**src/hw/rtl/tdc_pkg.sv**
```systemverilog
package tdc_pkg;

  localparam int unsigned CORDIC_STEPS = 16;
  localparam int unsigned ROOT_STEPS   = 16;
  localparam int unsigned CNT_W        = 5;
  localparam int unsigned VEC_W        = 36;
  localparam int unsigned ACC_W        = 25;

  localparam logic signed [15:0] RIGHT_ANGLE  = 16'sd11520;
  localparam logic [11:0]        CODE_FORWARD = 12'h935;
  localparam logic [11:0]        CODE_NEUTRAL = 12'hD00;
  localparam logic [11:0]        CODE_REVERSE = 12'hFFF;
  localparam logic [6:0]         LIMIT_RESET  = 7'd30;

  typedef enum logic [2:0] {
    LANE_IDLE,
    LANE_SQB,
    LANE_SQC,
    LANE_ROOT,
    LANE_ROT,
    LANE_DONE
  } lane_state_e;

  typedef struct packed {
    logic start;
    logic ack;
  } lane_ctrl_t;

  typedef struct packed {
    logic               done;
    logic signed [15:0] angle;
  } lane_stat_t;

  // atan(2^-i) in 2^-16 degree
  function automatic logic [21:0] atan_entry(input logic [CNT_W-1:0] idx);
    logic [21:0] v;
    case (idx)
      5'd0:    v = 22'd2949120;
      5'd1:    v = 22'd1740967;
      5'd2:    v = 22'd919879;
      5'd3:    v = 22'd466945;
      5'd4:    v = 22'd234379;
      5'd5:    v = 22'd117304;
      5'd6:    v = 22'd58666;
      5'd7:    v = 22'd29335;
      5'd8:    v = 22'd14668;
      5'd9:    v = 22'd7334;
      5'd10:   v = 22'd3667;
      5'd11:   v = 22'd1833;
      5'd12:   v = 22'd917;
      5'd13:   v = 22'd458;
      5'd14:   v = 22'd229;
      5'd15:   v = 22'd115;
      5'd16:   v = 22'd57;
      5'd17:   v = 22'd29;
      5'd18:   v = 22'd14;
      5'd19:   v = 22'd7;
      5'd20:   v = 22'd4;
      5'd21:   v = 22'd2;
      5'd22:   v = 22'd1;
      default: v = 22'd0;
    endcase
    return v;
  endfunction

endpackage

```
**src/hw/rtl/tdc_lane.sv**
```systemverilog
module tdc_lane (
  input  logic               clk_i,
  input  logic               rst_ni,
  input  tdc_pkg::lane_ctrl_t ctrl_i,
  input  logic signed [15:0] a_i,
  input  logic signed [15:0] b_i,
  input  logic signed [15:0] c_i,
  output tdc_pkg::lane_stat_t stat_o
);
  import tdc_pkg::*;

  localparam logic [CNT_W-1:0] ROOT_LAST = CNT_W'(ROOT_STEPS - 1);
  localparam logic [CNT_W-1:0] ROT_LAST  = CNT_W'(CORDIC_STEPS - 1);

  lane_state_e state_q, state_d;

  logic signed [15:0]       a_q, b_q, c_q;
  logic [31:0]              rad_q, root_q, bit_q;
  logic [CNT_W-1:0]         cnt_q;
  logic signed [VEC_W-1:0]  x_q, y_q;
  logic signed [ACC_W-1:0]  z_q;
  logic                     zero_q;

  logic [31:0]              sum, rad_step, root_step;
  logic                     take;
  logic signed [31:0]       sq;
  logic signed [VEC_W-1:0]  dx, dy;
  logic signed [ACC_W-1:0]  arc;
  logic signed [ACC_W-1:0]  rnd;
  logic signed [15:0]       q;

  always_comb begin
    state_d = state_q;
    unique case (state_q)
      LANE_IDLE: if (ctrl_i.start) state_d = LANE_SQB;
      LANE_SQB:  state_d = LANE_SQC;
      LANE_SQC:  state_d = LANE_ROOT;
      LANE_ROOT: if (cnt_q == ROOT_LAST) state_d = LANE_ROT;
      LANE_ROT:  if (cnt_q == ROT_LAST) state_d = LANE_DONE;
      LANE_DONE: if (ctrl_i.ack) state_d = LANE_IDLE;
      default:   state_d = LANE_IDLE;
    endcase
  end

  always_ff @(posedge clk_i or negedge rst_ni) begin
    if (!rst_ni) begin
      state_q <= LANE_IDLE;
    end else begin
      state_q <= state_d;
    end
  end

  // one multiplier, shared by both squares
  assign sq = (state_q == LANE_SQB) ? b_q * b_q : c_q * c_q;

  // restoring square root, one result bit per cycle
  assign sum       = root_q + bit_q;
  assign take      = rad_q >= sum;
  assign rad_step  = take ? rad_q - sum : rad_q;
  assign root_step = take ? (root_q >> 1) + bit_q : root_q >> 1;

  assign dx  = y_q >>> cnt_q;
  assign dy  = x_q >>> cnt_q;
  assign arc = ACC_W'(atan_entry(cnt_q));

  always_ff @(posedge clk_i) begin
    unique case (state_q)
      LANE_IDLE: begin
        a_q <= a_i;
        b_q <= b_i;
        c_q <= c_i;
      end
      LANE_SQB: rad_q <= 32'(sq);
      LANE_SQC: begin
        rad_q  <= rad_q + 32'(sq);
        root_q <= '0;
        bit_q  <= 32'h4000_0000;
        cnt_q  <= '0;
      end
      LANE_ROOT: begin
        rad_q  <= rad_step;
        root_q <= root_step;
        bit_q  <= bit_q >> 2;
        cnt_q  <= cnt_q + 1'b1;
        if (cnt_q == ROOT_LAST) begin
          cnt_q  <= '0;
          x_q    <= {4'b0, root_step[15:0], 16'b0};
          y_q    <= {{(VEC_W-32){a_q[15]}}, a_q, 16'b0};
          z_q    <= '0;
          zero_q <= (root_step[15:0] == 16'd0) && (a_q == 16'sd0);
        end
      end
      LANE_ROT: begin
        cnt_q <= cnt_q + 1'b1;
        if (!y_q[VEC_W-1]) begin
          x_q <= x_q + dx;
          y_q <= y_q - dy;
          z_q <= z_q + arc;
        end else begin
          x_q <= x_q - dx;
          y_q <= y_q + dy;
          z_q <= z_q - arc;
        end
      end
      default: ;
    endcase
  end

  // round to 1/128 degree, saturate, shift by a right angle
  always_comb begin
    rnd = (z_q + ACC_W'(256)) >>> 9;
    if (rnd > ACC_W'(RIGHT_ANGLE)) begin
      q = RIGHT_ANGLE;
    end else if (rnd < -ACC_W'(RIGHT_ANGLE)) begin
      q = -RIGHT_ANGLE;
    end else begin
      q = rnd[15:0];
    end
  end

  always_comb begin
    stat_o.done  = (state_q == LANE_DONE);
    stat_o.angle = zero_q ? -RIGHT_ANGLE : q - RIGHT_ANGLE;
  end

endmodule

```
**config.mk**
```make
export PLATFORM = sky130hd
export DESIGN_NAME = tdc_lane
export DESIGN_NICKNAME = d
export VERILOG_FILES = /design/src/hw/rtl/tdc_pkg.sv /design/src/hw/rtl/tdc_lane.sv
export SDC_FILE = /design/constraint.sdc
export NUM_CORES = 2
export LEC_CHECK = 0
export BUFFER_PORTS_ARGS = -buffer_cell sky130_fd_sc_hd__clkbuf_2
export CORE_MARGIN = 2
export CORE_UTILIZATION = 59
export DETAILED_ROUTE_END_ITERATION = 7
export PLACE_DENSITY = 0.76
export SETUP_SLACK_MARGIN = 0.5
export SLEW_MARGIN = 20
export SYNTH_ARGS = -nofsm -noshare
export SYNTH_HDL_FRONTEND = slang
export SYNTH_SLANG_ARGS = --single-unit
export TNS_END_PERCENT = 10
```
**constraint.sdc**
```tcl
create_clock -name clk_i -period 16 [get_ports clk_i]
set_input_delay 0.8 -clock clk_i [delete_from_list [all_inputs] [get_ports clk_i]]
set_output_delay 0.8 -clock clk_i [all_outputs]
set_load 0.05 [all_outputs]
```
==> summary.txt <==
Clock network
  • CTS tree: yes
  • Hold-fix buffers, CTS: 0
  • Root Buffer Master: clkbuf_16
  • Clock Latency Late Sink: 0.60 ns
  • Maximum clock path buffer count: 3
  • CTS resizes: 0
  • H-Tree Level Count: 2
  • Clock sinks: 256
  • Setup bufs post-CTS: 0
  • CTS Buf Count: 37
  • Worst-path clk slew: 0.06 ns

Finish
  • Layout cell share with drive strength beyond 1: 6.87%
  • Area growth syn-to-layout: 5.20%
  • Antenna cell count: 0
  • Fill cells: 6407
  • Storage cell area: 7450 um2
  • Multi-input gate area: 34000 um2
  • Post-route insts no fill: 5944
  • Layout Nets: 5845
  • Core Util, Final: 62.5%

Timing
  • Setup TNS: 0 ns
  • Final Setup Violations: 0
  • Least-Margin Pin Slew: 0.987 ns
  • Period utilization: 58.5%
  • PnR worst setup slack: 6.64 ns
  • RSZ-0062 raised after global routing: false
  • Pins Over Slew Limit: 0
  • Final Hold Viols: 0
  • F_max: 0.107 GHz
  • Min Clock Period, post-route: 9.36 ns
  • Slew headroom: 32.5%
  • Clk_skew: 0.0373 ns

Synth
  • Register bit total from synthesis: 256
  • Synth Area in Compound Gates: 15.1%
  • Synthesized Nets: 5895
  • Synthesized area per cell: 9.01 um2
  • Sequential area share after synthesis: 16.6%
  • Post-Synth Adder-Cell Area: 31.9%
  • Area leader, netlist: fa_1
  • Most numerous cell in the Yosys netlist: inv_1
  • Top post-synthesis cells by count: inv_1, fa_1, nand2_1, nor2_1, ha_1
  • Synth Area in XOR/XNOR: 6.75%
  • Distinct cells, synth: 94
  • Post-synth EDFFs: 231
  • Mapped Area: 44900 um2
  • Primary FF master, synth: edfxtp_1
  • Syn. warnings: 0
  • Top cell type's share of synthesized area: 21.4%
  • Asr flop ratio synth: 1.17%
  • Dominant cells by area after synthesis: fa_1, edfxtp_1, ha_1
  • Main combinational cell family by area after synthesis: adder cells
  • Synthesized netlist cell count: 4987
  • Mux cell area share after synthesis: 7.63%
  • Synth Area in Simple Gates: 14.3%

Setup path
  • CP arrival: 9.70 ns
  • Worst EP required: 16.33 ns
  • Reg2reg end: rad_q[29]
  • Critical path endpoint category: register
  • Register-to-Register Path Depth: 32
  • Reg-to-reg slack, setup: 6.64 ns
  • Reg2Reg Launch Point: c_q[15]
  • Critical path class: register to register
  • CP endpoint: rad_q[29]
  • Setup crit start kind: register
  • Critical Path Start: c_q[15]
  • CP Max Fanout: 19
  • Slowest-stage cell, CP: edfxtp_1
  • CP peak stage delay: 0.74 ns

Drt
  • WL/cell: 19.2 um
  • Number of DRC markers in iteration 0: 2925
  • Drt total wl: 114 mm
  • DRC viols: 0
  • ANT nets after route: 0
  • Length of the first detailed-routing pass in iterations: 6
  • Via density: 6.02
  • Vias: 35762

Global routing
  • GRT Total Usage: 29.4%
  • First-pass GRT wire length: 185 mm
  • Initial antenna violation count: 1
  • Remaining global-route overflow: 0
  • Vias in the first global route: 35926
  • Largest net degree at the start of global routing: 81

Floorplan
  • Die Ht: 280 um
  • Initial Util: 59.4%
  • Standard-cell rows: 101
  • Die footprint: 78400 um2
  • Die width: 280 um
  • I/O pin count: 69
  • Core box area: 75700 um2

Hold path
  • Hold/Removal Path Class: primary input to async pin

Run status
  • Status: complete, no violations

Placement
  • Port Buffers: 68
  • Pre-CTS setup slack: 6.71 ns
  • GP Congestion: 0.984
  • Placed Cells: 5876
  • Dpl hpwl: 90.7 mm

Job
  • Max-cap violations: 0
-- area by class of cell --
class                   count  share of cell area [%]
repair buffers             98                    1.20
clock buffers              50                    2.26
multi-input cells        3815                    72.0
well taps                 978                    2.59
flip-flops and latches    256                    15.8
inverters                 729                    5.79
clock inverters            18                   0.431
-- per-stage QoR --
| step | area [um2] | hold WS [ns] |
|---|---|---|
| 2_1_floorplan | 44900 | 0.504 |
| 3_3_place_gp | 46000 | 0.535 |
| 3_5_place_dp | 46000 | 0.544 |
| 4_1_cts | 47300 | 0.0112 |
| 5_1_grt | 47300 | 0.0274 |
| 6_report | 47300 | 0.0484 |
-- worst min path at each step --
| stage | slack (ns) | cells past startpoint | to | start |
|---|---|---|---|---|
| 6_report | 0.05 | 1 | state_q[2] | rst_ni |
| 5_1_grt | 0.03 | 1 | state_q[2] | rst_ni |
| 4_1_cts | 0.01 | 1 | state_q[2] | rst_ni |
| 3_5_place_dp | 0.54 | 2 | y_q[20] | a_q[4] |
| 3_3_place_gp | 0.53 | 2 | y_q[25] | a_q[9] |
| 2_1_floorplan | 0.50 | 0 | state_q[0] | rst_ni |
-- registers in the layout, indices dropped and copies added, names as in the netlist --
signal and flops:
x_q 36, y_q 36, rad_q 32, root_q 32, z_q 25, arc 22, a_q 16, b_q 16
bit_q 16, c_q 16, cnt_q 5, state_q 3, zero_q 1
-- layer usage --
metal,GRT usage [%],wire (um)
met3,2.81,6030
met1,37.4,46200
met5,0,0
met2,51.1,56200
met4,12.6,5430
-- layout by cell type, fill, tap and decap left out, types with 51 or more instances in the layout --
cell / netlist / final
a21o_1: 116 / 116
a21oi_1: 290 / 289
a31oi_1: 58 / 57
and2_1: 108 / 108
clkbuf_2: 0 / 68
edfxtp_1: 231 / 231
fa_1: 480 / 480
ha_1: 376 / 376
inv_1: 726 / 725
mux2i_1: 89 / 89
mux4_2: 92 / 92
nand2_1: 411 / 410
nand2b_1: 58 / 58
nand3_1: 63 / 63
nor2_1: 383 / 383
nor3_1: 67 / 65
o21a_1: 51 / 51
o21ai_0: 224 / 223
xnor2_1: 192 / 192
xor2_1: 152 / 152
-- worst max-delay path, delay by kind of cell (launching register included) --
kind            cells  cell delay, ns
buf+inv             5            0.65
fa+ha+maj           8            3.43
flops               1            0.74
xor+xnor            2            0.27
compound gates     13            3.04
simple gates        4            0.98
-- cells by family (layout without fill, tap and decap cells) --
logic type	count (synthesis)	in the layout
AOI/OAI and AO/OA	1053	1053
xor gates and xnor gates	345	345
adders and majority gates	857	857
buffers and inverters	916	895
DFF	256	256
muxes	217	217
and+or+nand+nor	1343	1343
Power is left out: the tool's default activity adds up to more than one toggle a clock period on the data nets, which glitch-free logic cannot reach.
