[config.mk]
export PLATFORM = sky130hd
export DESIGN_NAME = tdc_merge
export DESIGN_NICKNAME = d
export VERILOG_FILES = /design/src/hw/rtl/tdc_pkg.sv /design/src/hw/rtl/tdc_merge.sv
export SDC_FILE = /design/constraint.sdc
export NUM_CORES = 1
export LEC_CHECK = 0
export BUFFER_PORTS_ARGS = -buffer_cell sky130_fd_sc_hd__clkbuf_2
export CORE_MARGIN = 2
export CORE_UTILIZATION = 40
export DETAILED_ROUTE_END_ITERATION = 12
export SYNTH_ARGS = -nofsm -noshare
export SYNTH_HDL_FRONTEND = slang
export SYNTH_SLANG_ARGS = --single-unit
[constraint.sdc]
create_clock -name clk_i -period 21.6 [get_ports clk_i]
set_clock_uncertainty 0.2 [all_clocks]
set_input_delay 3.24 -clock clk_i [delete_from_list [all_inputs] [get_ports clk_i]]
set_output_delay 3.24 -clock clk_i [all_outputs]
set_load 0.02 [all_outputs]
[src/hw/rtl/tdc_pkg.sv]
package tdc_pkg;

  localparam int unsigned CORDIC_STEPS = 16;
  localparam int unsigned ROOT_STEPS   = 16;
  localparam int unsigned CNT_W        = 5;
  localparam int unsigned VEC_W        = 36;
  localparam int unsigned ACC_W        = 25;

  localparam logic signed [15:0] RIGHT_ANGLE  = 16'sd11520;
  localparam logic [11:0]        CODE_FORWARD = 12'h935;
  localparam logic [11:0]        CODE_NEUTRAL = 12'hD00;
  localparam logic [11:0]        CODE_REVERSE = 12'hFFF;
  localparam logic [6:0]         LIMIT_RESET  = 7'd30;

  typedef enum logic [2:0] {
    LANE_IDLE,
    LANE_SQB,
    LANE_SQC,
    LANE_ROOT,
    LANE_ROT,
    LANE_DONE
  } lane_state_e;

  typedef struct packed {
    logic start;
    logic ack;
  } lane_ctrl_t;

  typedef struct packed {
    logic               done;
    logic signed [15:0] angle;
  } lane_stat_t;

  // atan(2^-i) in 2^-16 degree
  function automatic logic [21:0] atan_entry(input logic [CNT_W-1:0] idx);
    logic [21:0] v;
    case (idx)
      5'd0:    v = 22'd2949120;
      5'd1:    v = 22'd1740967;
      5'd2:    v = 22'd919879;
      5'd3:    v = 22'd466945;
      5'd4:    v = 22'd234379;
      5'd5:    v = 22'd117304;
      5'd6:    v = 22'd58666;
      5'd7:    v = 22'd29335;
      5'd8:    v = 22'd14668;
      5'd9:    v = 22'd7334;
      5'd10:   v = 22'd3667;
      5'd11:   v = 22'd1833;
      5'd12:   v = 22'd917;
      5'd13:   v = 22'd458;
      5'd14:   v = 22'd229;
      5'd15:   v = 22'd115;
      5'd16:   v = 22'd57;
      5'd17:   v = 22'd29;
      5'd18:   v = 22'd14;
      5'd19:   v = 22'd7;
      5'd20:   v = 22'd4;
      5'd21:   v = 22'd2;
      5'd22:   v = 22'd1;
      default: v = 22'd0;
    endcase
    return v;
  endfunction

endpackage

[src/hw/rtl/tdc_merge.sv]
module tdc_merge (
  input  logic               clk_i,
  input  logic               rst_ni,
  input  logic               load_i,
  input  logic               capture_i,
  input  logic [6:0]         limit_i,
  input  logic signed [15:0] x_angle_i,
  input  logic signed [15:0] z_angle_i,
  output logic [11:0]        straight_code_o,
  output logic [11:0]        sideways_code_o,
  output logic               over_tilt_alarm_o,
  output logic signed [15:0] x_tilt_o,
  output logic signed [15:0] z_tilt_o
);
  import tdc_pkg::*;

  logic signed [15:0] zero_x_q, zero_z_q;
  logic signed [16:0] xt, zt, lim, ax, az, amax;
  logic [15:0]        alarm_lim;

  function automatic logic [11:0] code_of(input logic signed [16:0] t,
                                          input logic signed [16:0] l);
    logic [11:0] c;
    if (t >= l) begin
      c = CODE_FORWARD;
    end else if (t <= -l) begin
      c = CODE_REVERSE;
    end else begin
      c = CODE_NEUTRAL;
    end
    return c;
  endfunction

  // capture re-references first, so its own result reads zero tilt
  always_comb begin
    xt   = capture_i ? 17'sd0 : 17'(x_angle_i) - 17'(zero_x_q);
    zt   = capture_i ? 17'sd0 : 17'(z_angle_i) - 17'(zero_z_q);
    lim  = $signed({3'b0, limit_i, 7'b0});
    ax   = xt[16] ? -xt : xt;
    az   = zt[16] ? -zt : zt;
    amax = (az > ax) ? az : ax;
    alarm_lim = 16'({limit_i, 7'b0}) + 16'({limit_i, 6'b0});
  end

  always_ff @(posedge clk_i or negedge rst_ni) begin
    if (!rst_ni) begin
      zero_x_q <= '0;
      zero_z_q <= '0;
    end else if (load_i && capture_i) begin
      zero_x_q <= x_angle_i;
      zero_z_q <= z_angle_i;
    end
  end

  always_ff @(posedge clk_i) begin
    if (load_i) begin
      straight_code_o   <= code_of(xt, lim);
      sideways_code_o   <= code_of(zt, lim);
      over_tilt_alarm_o <= amax[15:0] > alarm_lim;
      x_tilt_o          <= xt[15:0];
      z_tilt_o          <= zt[15:0];
    end
  end

endmodule

==> flow_summary.json, run 1 <==
{
  "outcome": "finished clean",
  "ctsHoldBuffers": 0,
  "yosysMostFrequentCell": "ha_1",
  "synth_edf_count": 39,
  "grt_overflow": 0,
  "via_per_inst": 5.28,
  "clock_latency_ns": 0.35,
  "finalCritPeriodShare_pct": 45.7,
  "fp-row-count": 48,
  "antenna_found_initial": 0,
  "placedInstanceArea_um2": 7760,
  "synthDistinctLibCells": 74,
  "r2r_end": "over_tilt_alarm_o",
  "drc_errors": 0,
  "path_class": "in -> reg",
  "synth_cells": 781,
  "die_area_um2": 19000,
  "ctsRootBufferMaster": "clkbuf_16",
  "rr_worst_depth": 30,
  "synth-seq-area-share_pct": 27.5,
  "fin_area_um2": 8070,
  "crit_slowest_cell": "a21oi_2",
  "synth_top_cell_area_share_pct": 18.7,
  "rrSetupSlack_ns": 14.36,
  "drive_gt1_share_pct": 19.5,
  "synth_common_cells": "ha_1 (107), inv_1 (74), nor2_1 (56), nand2_1 (43)",
  "maxSlewViolCount": 0,
  "area_growth_syn_to_layout_pct": 12.4,
  "ir_worst_vdd_v": 0.0000461,
  "cp.required_ns": 21.47,
  "synth_area_leader_cell": "ha_1",
  "grt_pass1_vias": 5565,
  "clock_sinks": 71,
  "syn_area_um2": 7180,
  "drtPass1Iterations": 4,
  "clk_pin_slew_worst_paths_ns": 0.06,
  "antennaDiodeCount": 0,
  "synth_area_leaders": "ha_1 (19%), edfxtp_1 (16%), dfrtp_1 (11%), mux2_2 (5.2%), inv_1 (3.9%)",
  "slew_headroom_pct": 44.3,
  "whs_path_depth": 2,
  "hpwlAfterDp_um": 13600,
  "avgSynthCellArea_um2": 9.19,
  "ys_ff_latch": 71,
  "crit_path_start_kind": "input port",
  "num_io_pins": 100,
  "postCtsSetupRepairBufs": 0,
  "fmax_ghz": 0.101,
  "p_per_area_nw_per_um2": 92.7,
  "yosys_warnings": 0,
  "async_reset_ff_share_pct": 45.1,
  "setup_viol": 0,
  "vias": 5746,
  "drt-initial-drc-count": 342,
  "gp_congestion": 0.881,
  "fp.dieW_um": 138,
  "place_inst": 1072,
  "dieHeight_um": 138,
  "holdPathEnd": "zero_x_q[0]",
  "leakagePower_nw": 3.85,
  "grt_setup_unrepaired": "no",
  "wl_um": 17200,
  "finalNonFillerCells": 1088,
  "grt_pass1_wl_um": 27900,
  "hold_ws_ns": 0.296,
  "detail-route-antenna-nets": 0,
  "setup_tns_ns": 0,
  "start_util_pct": 41.2,
  "post_cts_resized": 0,
  "crit_arrival_ns": 9.75,
  "layout_min_cycle_time_ns": 9.88,
  "core_area_um2": 17400,
  "clk_path_buf_depth": 2,
  "min_from": "zero_x_q[0]",
  "worst-slew-pin-transition_ns": 0.835,
  "cap_violations": 0,
  "wl_per_cell_um": 15.8,
  "r2r_start": "zero_z_q[0]",
  "grt_max_degree": 60,
  "finalHoldViolCount": 0,
  "synthFlopType": "edfxtp_1",
  "end_kind": "register",
  "numCtsBuffers": 9,
  "io_buffers": 95,
  "hold_class": "reg -> reg",
  "nets": 1011,
  "cts_tree": "built",
  "worstPathMaxFanout": 10,
  "cp_common_cell": "o21a_1",
  "cpPeakStageDelay_ns": 0.63,
  "gr-usage-all-layers_pct": 19.0,
  "h-tree-depth": 3
}
layer usage:
| metal | global-route usage, % | wire [um] | vias up |
|---|---|---|---|
| met5 | 0 | 0 | - |
| met4 | 5.05 | 240 | 0 |
| met3 | 3.18 | 665 | 15 |
| met2 | 32.8 | 8150 | 94 |
| met1 | 24.6 | 8150 | 2684 |
| li1 | - | - | 2953 |
worst max path at each step:
stage | start | endpoint | depth (start not counted)
CTS | z_angle_i[0] | over_tilt_alarm_o | 32
floorplan | x_angle_i[0] | over_tilt_alarm_o | 37
global route | z_angle_i[0] | over_tilt_alarm_o | 33
detailed placement | z_angle_i[0] | over_tilt_alarm_o | 32
finish | z_angle_i[0] | over_tilt_alarm_o | 32
global placement | z_angle_i[0] | over_tilt_alarm_o | 33
placed cells by master (no fill, tap or decap), types with 4 or more instances in the layout:
cell / instances
ha_1: 107
clkbuf_2: 95
inv_1: 74
nor2_1: 56
nand2_1: 43
a21oi_1: 39
edfxtp_1: 39
o21ai_0: 36
mux2_2: 33
dfrtp_1: 32
xnor2_1: 30
o21a_1: 22
xor2_1: 19
a21o_1: 17
nor2b_1: 17
nor3_1: 13
mux2i_1: 13
nand4_1: 12
nand2b_1: 10
nand3_1: 10
nor3b_1: 9
clkbuf_16: 9
o211ai_1: 8
a211oi_1: 8
a31oi_1: 7
and3_1: 6
nor4b_1: 5
o31ai_1: 5
buf_4: 5
nor4_1: 4
and2_1: 4
or3_1: 4
conb_1: 4
state kept, by name, summed over array words and instances (netlist names):
signal and flops:
over_tilt_alarm_o 1, x_tilt_o 16, straight_code_o 3, zero_x_q 16
z_tilt_o 16, sideways_code_o 3, zero_z_q 16
kinds of logic after synthesis:
logic type      count (synthesis)  share of synthesized area, %
simple gates                  207                          15.0
fa+ha+maj                     111                          19.6
other cells                     1                        0.0523
compound gates                184                          17.5
xor+xnor                       49                          5.98
mux                            47                          7.30
buf+inv                       111                          7.03
flops                          71                          27.5
final cells by class:
cell class	count	area (um^2)
timing repair buffer	100	513
inverter	74	278
fill	1752	9350
sequential	71	1970
tap	225	282
clock inverter	4	70.1
multi-input combinational	602	4720
clock buffer	12	236
worst max-delay path, delay by kind of cell:
family,cells,cell delay (ns)
AO/OA/AOI/OAI,13,2.91
adder cells (fa/ha/maj),5,1.39
AND/OR/NAND/NOR,7,0.98
multiplexers,3,0.81
XOR/XNOR,1,0.20
buffers and inverters,3,0.19
power breakdown:
group,leakage (nW),switching (mW),total [mW],internal [mW]
registers,0.772,0.0101,0.181,0.171
logic,2.92,0.239,0.408,0.170
clock network,0.151,0.0571,0.158,0.101
per-stage QoR:
step	utilization (%)	power (mW)	setup slack (ns)
final	46.3	0.748	11.72
after global routing	46.3	0.813	11.12
after CTS	46.3	0.754	11.72
after detailed placement	44.6	0.590	11.40
after global placement	44.6	0.589	11.51
after floorplan	-	0.503	11.86
Note: power is estimated with default switching activity, not from simulation.
==> inputs of run 2 (changes only) <==
==> constraint.sdc (replaced) <==
create_clock -name clk_i -period 9.7 [get_ports clk_i]
set_clock_uncertainty 0.2 [all_clocks]
set_input_delay 1.455 -clock clk_i [delete_from_list [all_inputs] [get_ports clk_i]]
set_output_delay 1.455 -clock clk_i [all_outputs]
set_load 0.02 [all_outputs]
==> run 2 against run 1 <==
Effect of this change: sequential share of layout area about the same; worst hold slack got worse by 0.0027 ns; critical path depth is 3 higher; count of clock-buffer cells in the layout shrank 3; global-route usage fell by 0.18 points; sequential power up 120%; design area barely moved; worst setup slack got worse by 10 ns; via count increased by 0.87%; die area unchanged; critical endpoint unchanged; largest power group unchanged.
==> flow_summary.json, run 2 (synthesis gave the netlist of run 1 again) <==
{
  "outcome": "finished clean",
  "num_io_pins": 100,
  "dieHeight_um": 138,
  "clk_pin_slew_worst_paths_ns": 0.06,
  "crit_path_start_kind": "input port",
  "ctsHoldBuffers": 0,
  "rrSetupSlack_ns": 2.39,
  "ctsRootBufferMaster": "clkbuf_16",
  "fin_area_um2": 8060,
  "grt_max_degree": 41,
  "die_area_um2": 19000,
  "hold_ws_ns": 0.294,
  "p_per_area_nw_per_um2": 205,
  "wl_um": 17200,
  "cp_common_cell": "o21a_1",
  "crit_path_start": "x_angle_i[0]",
  "r2r_end": "over_tilt_alarm_o",
  "swShare_pct": 42.1,
  "layout_commonest_cell": "ha_1",
  "maxSlewViolCount": 0,
  "worst-slew-pin-transition_ns": 0.952,
  "r2r_start": "zero_z_q[0]",
  "h-tree-depth": 3,
  "intPower_mw": 0.958,
  "setup_tns_ns": 0,
  "min_from": "zero_x_q[0]",
  "core_area_um2": 17400,
  "antennaDiodeCount": 0,
  "grt_pass1_wl_um": 27700,
  "crit_slowest_cell": "a311oi_2",
  "crit_end": "over_tilt_alarm_o",
  "cp.required_ns": 9.58,
  "hold_class": "reg -> reg",
  "antenna_found_initial": 0,
  "ir_worst_vdd_v": 0.000107,
  "pwr-share-seq_pct": 24.3,
  "clk_path_buf_depth": 2,
  "final_cell_mix": "ha_1 (107), clkbuf_2 (95), inv_1 (74)",
  "p_sw_mw": 0.695,
  "cap_violations": 0,
  "leakagePower_nw": 3.84,
  "placedInstanceArea_um2": 7760,
  "cts_tree": "built",
  "setup_viol": 0,
  "grt_overflow": 0,
  "nets": 1011,
  "finalCritPeriodShare_pct": 84.4,
  "worstPathMaxFanout": 12,
  "hpwlAfterDp_um": 13500,
  "grt_pass1_vias": 5574,
  "path_class": "in -> reg",
  "power.share.clock_pct": 20.4,
  "drtPass1Iterations": 4,
  "drive_gt1_share_pct": 19.8,
  "crit_arrival_ns": 8.07,
  "end_kind": "register",
  "gp_congestion": 0.855,
  "start_util_pct": 41.2,
  "drt-initial-drc-count": 208,
  "gr-usage-all-layers_pct": 18.8,
  "slew_headroom_pct": 35.7,
  "postCtsSetupRepairBufs": 0,
  "area_growth_syn_to_layout_pct": 12.3,
  "cpPeakStageDelay_ns": 0.68,
  "wl_per_cell_um": 15.8,
  "finalHoldViolCount": 0,
  "clock_sinks": 71,
  "layout_min_cycle_time_ns": 8.19,
  "vias": 5796,
  "post_cts_resized": 0,
  "fp-row-count": 48,
  "fp.dieW_um": 138,
  "rr_worst_depth": 33,
  "io_buffers": 95,
  "drc_errors": 0,
  "clock_latency_ns": 0.35,
  "fmax_ghz": 0.122,
  "grt_setup_unrepaired": "no",
  "via_per_inst": 5.33,
  "detail-route-antenna-nets": 0,
  "numCtsBuffers": 9,
  "power.share.combinational_pct": 55.3
}
## run 2: changes by cell type in the layout (fill, tap and decap cells not counted), sizes merged
cell	previous run	this run
clkbuf	107	104
clkinv	2	5
bufinv	2	1
clkinvlp	0	1
## run 2: cell type report
cell class	instances	area, um^2
fill	1750	9360
multi-input combinational	602	4720
sequential	71	1970
timing repair buffer	100	513
tap	225	282
inverter	74	278
clock buffer	9	225
clock inverter	7	73.8
## run 2: per-stage QoR
stage / setup WS [ns] / util (%) / power, mW / std cells
3_5_place_dp: 1.19 / 44.6 / 1.32 / 1072
6_report: 1.51 / 46.3 / 1.65 / 1088
4_1_cts: 1.53 / 46.3 / 1.66 / 1088
2_1_floorplan: 1.74 / - / 1.12 / 784
5_1_grt: 0.806 / 46.3 / 1.80 / 1088
3_3_place_gp: 1.28 / 44.6 / 1.31 / 1072
## run 2: power by group through the flow
stage	Sequential (mW)	Clock, mW	Combinational [mW]
2_1_floorplan	0.440	0	0.680
3_3_place_gp	0.408	0	0.899
3_5_place_dp	0.408	0	0.907
4_1_cts	0.403	0.347	0.914
5_1_grt	0.408	0.360	1.03
6_report	0.402	0.337	0.915
## run 2: worst min path at each step
| stage | endpoint | slack [ns] | cells after the start |
|---|---|---|---|
| floorplan | zero_x_q[0] | 0.25 | 2 |
| global placement | zero_z_q[0] | 0.28 | 2 |
| detailed placement | zero_x_q[0] | 0.29 | 2 |
| CTS | zero_z_q[0] | 0.30 | 2 |
| global route | zero_z_q[12] | 0.31 | 1 |
| finish | zero_x_q[0] | 0.29 | 2 |
## run 2: metal layers
metal / GRT usage [%] / vias to the layer above / share of wire [%]
li1: - / 2963 / -
met1: 25.0 / 2716 / 48
met2: 31.2 / 101 / 47
met3: 3.40 / 16 / 3.6
met4: 5.73 / 0 / 1.2
met5: 0 / - / 0
## run 2: worst max-delay path, delay by kind of cell
family	cells	cell delay (ns)
XOR/XNOR	1	0.27
AO/OA/AOI/OAI	19	3.96
buffers and inverters	3	0.21
multiplexers	2	0.27
adder cells (fa/ha/maj)	5	1.42
AND/OR/NAND/NOR	5	0.45
==> inputs of run 3 (changes only) <==
==> constraint.sdc (replaced) <==
create_clock -name clk_i -period 7.2 [get_ports clk_i]
set_clock_uncertainty 0.2 [all_clocks]
set_input_delay 1.08 -clock clk_i [delete_from_list [all_inputs] [get_ports clk_i]]
set_output_delay 1.08 -clock clk_i [all_outputs]
set_load 0.02 [all_outputs]
==> run 3 against run 2 <==
Effect of this change: via count grew 8.1%; flip-flop and latch count stayed put; utilization is 7.4 points higher; count of clock-buffer cells in the layout is 3 higher; sequential power increased by 35%; non-clock buffer count up 139; critical endpoint unchanged; critical path type unchanged; worst hold slack improved by 0.00061 ns; final cell count rose by 13%; first-iteration DRC count grew 15%.
==> flow_summary.json, run 3 (synthesis gave the netlist of run 1 again) <==
{
  "outcome": "finished clean",
  "grt_pass1_wl_um": 29700,
  "dieHeight_um": 138,
  "gr-usage-all-layers_pct": 20.0,
  "maxSlewViolCount": 0,
  "setup_ws_ns": 0.225,
  "leakagePower_nw": 4.58,
  "path_class": "in -> reg",
  "met1_length_um": 8520,
  "crit_slowest_cell": "maj3_1",
  "grt_pass1_vias": 6147,
  "layout_min_cycle_time_ns": 6.98,
  "grt_overflow": 0,
  "drtPass1Iterations": 4,
  "final_cell_mix": "buf_4 (141), ha_1 (104), clkbuf_2 (95)",
  "die_area_um2": 19000,
  "via_per_inst": 5.11,
  "power.share.combinational_pct": 62.0,
  "hold_class": "reg -> reg",
  "core_area_um2": 17400,
  "crit_path_start_kind": "input port",
  "fp.dieW_um": 138,
  "setup_viol": 0,
  "cts_tree": "built",
  "cpPeakStageDelay_ns": 0.36,
  "antennaDiodeCount": 0,
  "wl_per_cell_um": 14.9,
  "clock_sinks": 71,
  "vias": 6267,
  "finalHoldViolCount": 0,
  "fillers": 1631,
  "highest_layer": "met4",
  "multi_input_comb_area_um2": 4940,
  "io_buffers": 95,
  "drive_gt1_share_pct": 33.4,
  "wl_um": 18300,
  "fin_area_um2": 9350,
  "swShare_pct": 39.4,
  "ctsRootBufferMaster": "clkbuf_16",
  "clk_path_buf_depth": 2,
  "hpwlAfterDp_um": 14400,
  "power.share.clock_pct": 17.2,
  "ir_worst_vdd_v": 0.000176,
  "h-tree-depth": 3,
  "area_growth_syn_to_layout_pct": 30.3,
  "clk_pin_slew_worst_paths_ns": 0.06,
  "cp_common_cell": "o21a_1",
  "seq_area_um2": 1970,
  "drc_errors": 0,
  "num_io_pins": 100,
  "cp.required_ns": 7.10,
  "slew_headroom_pct": 42.0,
  "clock_latency_ns": 0.35,
  "detail-route-antenna-nets": 0,
  "gp_congestion": 0.848,
  "drt-initial-drc-count": 240,
  "numCtsBuffers": 9,
  "intPower_mw": 1.58,
  "fp-row-count": 48,
  "layout_commonest_cell": "buf_4",
  "placedInstanceArea_um2": 8760,
  "finalPower_mw": 2.61,
  "met2WireLength_um": 8900,
  "utilization_pct": 53.7,
  "worstPathMaxFanout": 20,
  "dr_wl_met3_um": 659,
  "grt_max_degree": 41,
  "finalNonFillerCells": 1227,
  "antenna_found_initial": 0,
  "cap_violations": 0,
  "p_sw_mw": 1.03,
  "end_kind": "register",
  "place_ws_ns": -0.550,
  "crit_arrival_ns": 6.87,
  "start_util_pct": 41.2,
  "nets": 1150,
  "finalCritPeriodShare_pct": 96.9,
  "place_inst": 1201,
  "p_per_area_nw_per_um2": 279,
  "fmax_ghz": 0.143,
  "pwr-share-seq_pct": 20.8,
  "worst-slew-pin-transition_ns": 0.870
}
## run 3: changes by cell type in the layout (fill, tap and decap cells not counted), sizes merged
cell / previous run / this run
clkinv: 5 / 3
buf: 5 / 144
clkbuf: 104 / 107
clkinvlp: 1 / 0
## run 3: through the flow
| stage | setup TNS, ns | hold WS, ns |
|---|---|---|
| 3_5_place_dp | -0.550 | 0.285 |
| 6_report | 0 | 0.294 |
| 2_1_floorplan | 0 | 0.254 |
| 5_1_grt | -0.0442 | 0.308 |
| 3_3_place_gp | -0.390 | 0.279 |
| 4_1_cts | 0 | 0.298 |
## run 3: power by group through the flow
stage	combinational, mW	sequential, mW	clock, mW
6_report	1.62	0.543	0.449
3_3_place_gp	1.46	0.550	0
2_1_floorplan	0.923	0.593	0
3_5_place_dp	1.47	0.551	0
5_1_grt	1.79	0.551	0.478
4_1_cts	1.52	0.543	0.467
## run 3: per-layer routing
metal / vias to the layer above / GRT usage (%)
li1: 3245 / -
met1: 2902 / 25.3
met2: 100 / 35.0
met3: 20 / 3.44
met4: 0 / 5.78
met5: - / 0
## run 3: final cells by class
class	count	share of cell area [%]
Sequential cell	71	21.1
Timing Repair Buffer	239	17.0
Clock inverter	4	0.482
Tap cell	225	3.01
Clock buffer	12	2.64
Inverter	74	2.97
Multi-Input combinational cell	602	52.8
## run 3: what timing repair did
| action | CTS | global route |
|---|---|---|
| gates resized for setup | 3 | 36 |
| pin swaps | 1 | 18 |
| buffers inserted | 2 | 8 |
| hold buffers | 0 | 0 |
| setup endpoints to repair | 1 | 1 |
## run 3: worst paths after layout
path	start	end	slack [ns]	cells after the start
max reg2reg	zero_x_q[1]	over_tilt_alarm_o	0.73	30
min	zero_x_q[0]	zero_x_q[0]	0.29	2
min reg2reg	zero_x_q[0]	zero_x_q[0]	0.29	2
max in group asynchronous	rst_ni	zero_z_q[13]	5.60	1
min in group asynchronous	rst_ni	zero_x_q[7]	0.64	1
max	x_angle_i[0]	over_tilt_alarm_o	0.22	35
## run 3: worst max-delay path: cells and delay by family
family / cells / cell delay, ns
compound gates: 18 / 2.88
xor+xnor: 1 / 0.25
fa+ha+maj: 5 / 1.36
buf+inv: 5 / 0.64
mux: 2 / 0.30
simple gates: 4 / 0.37
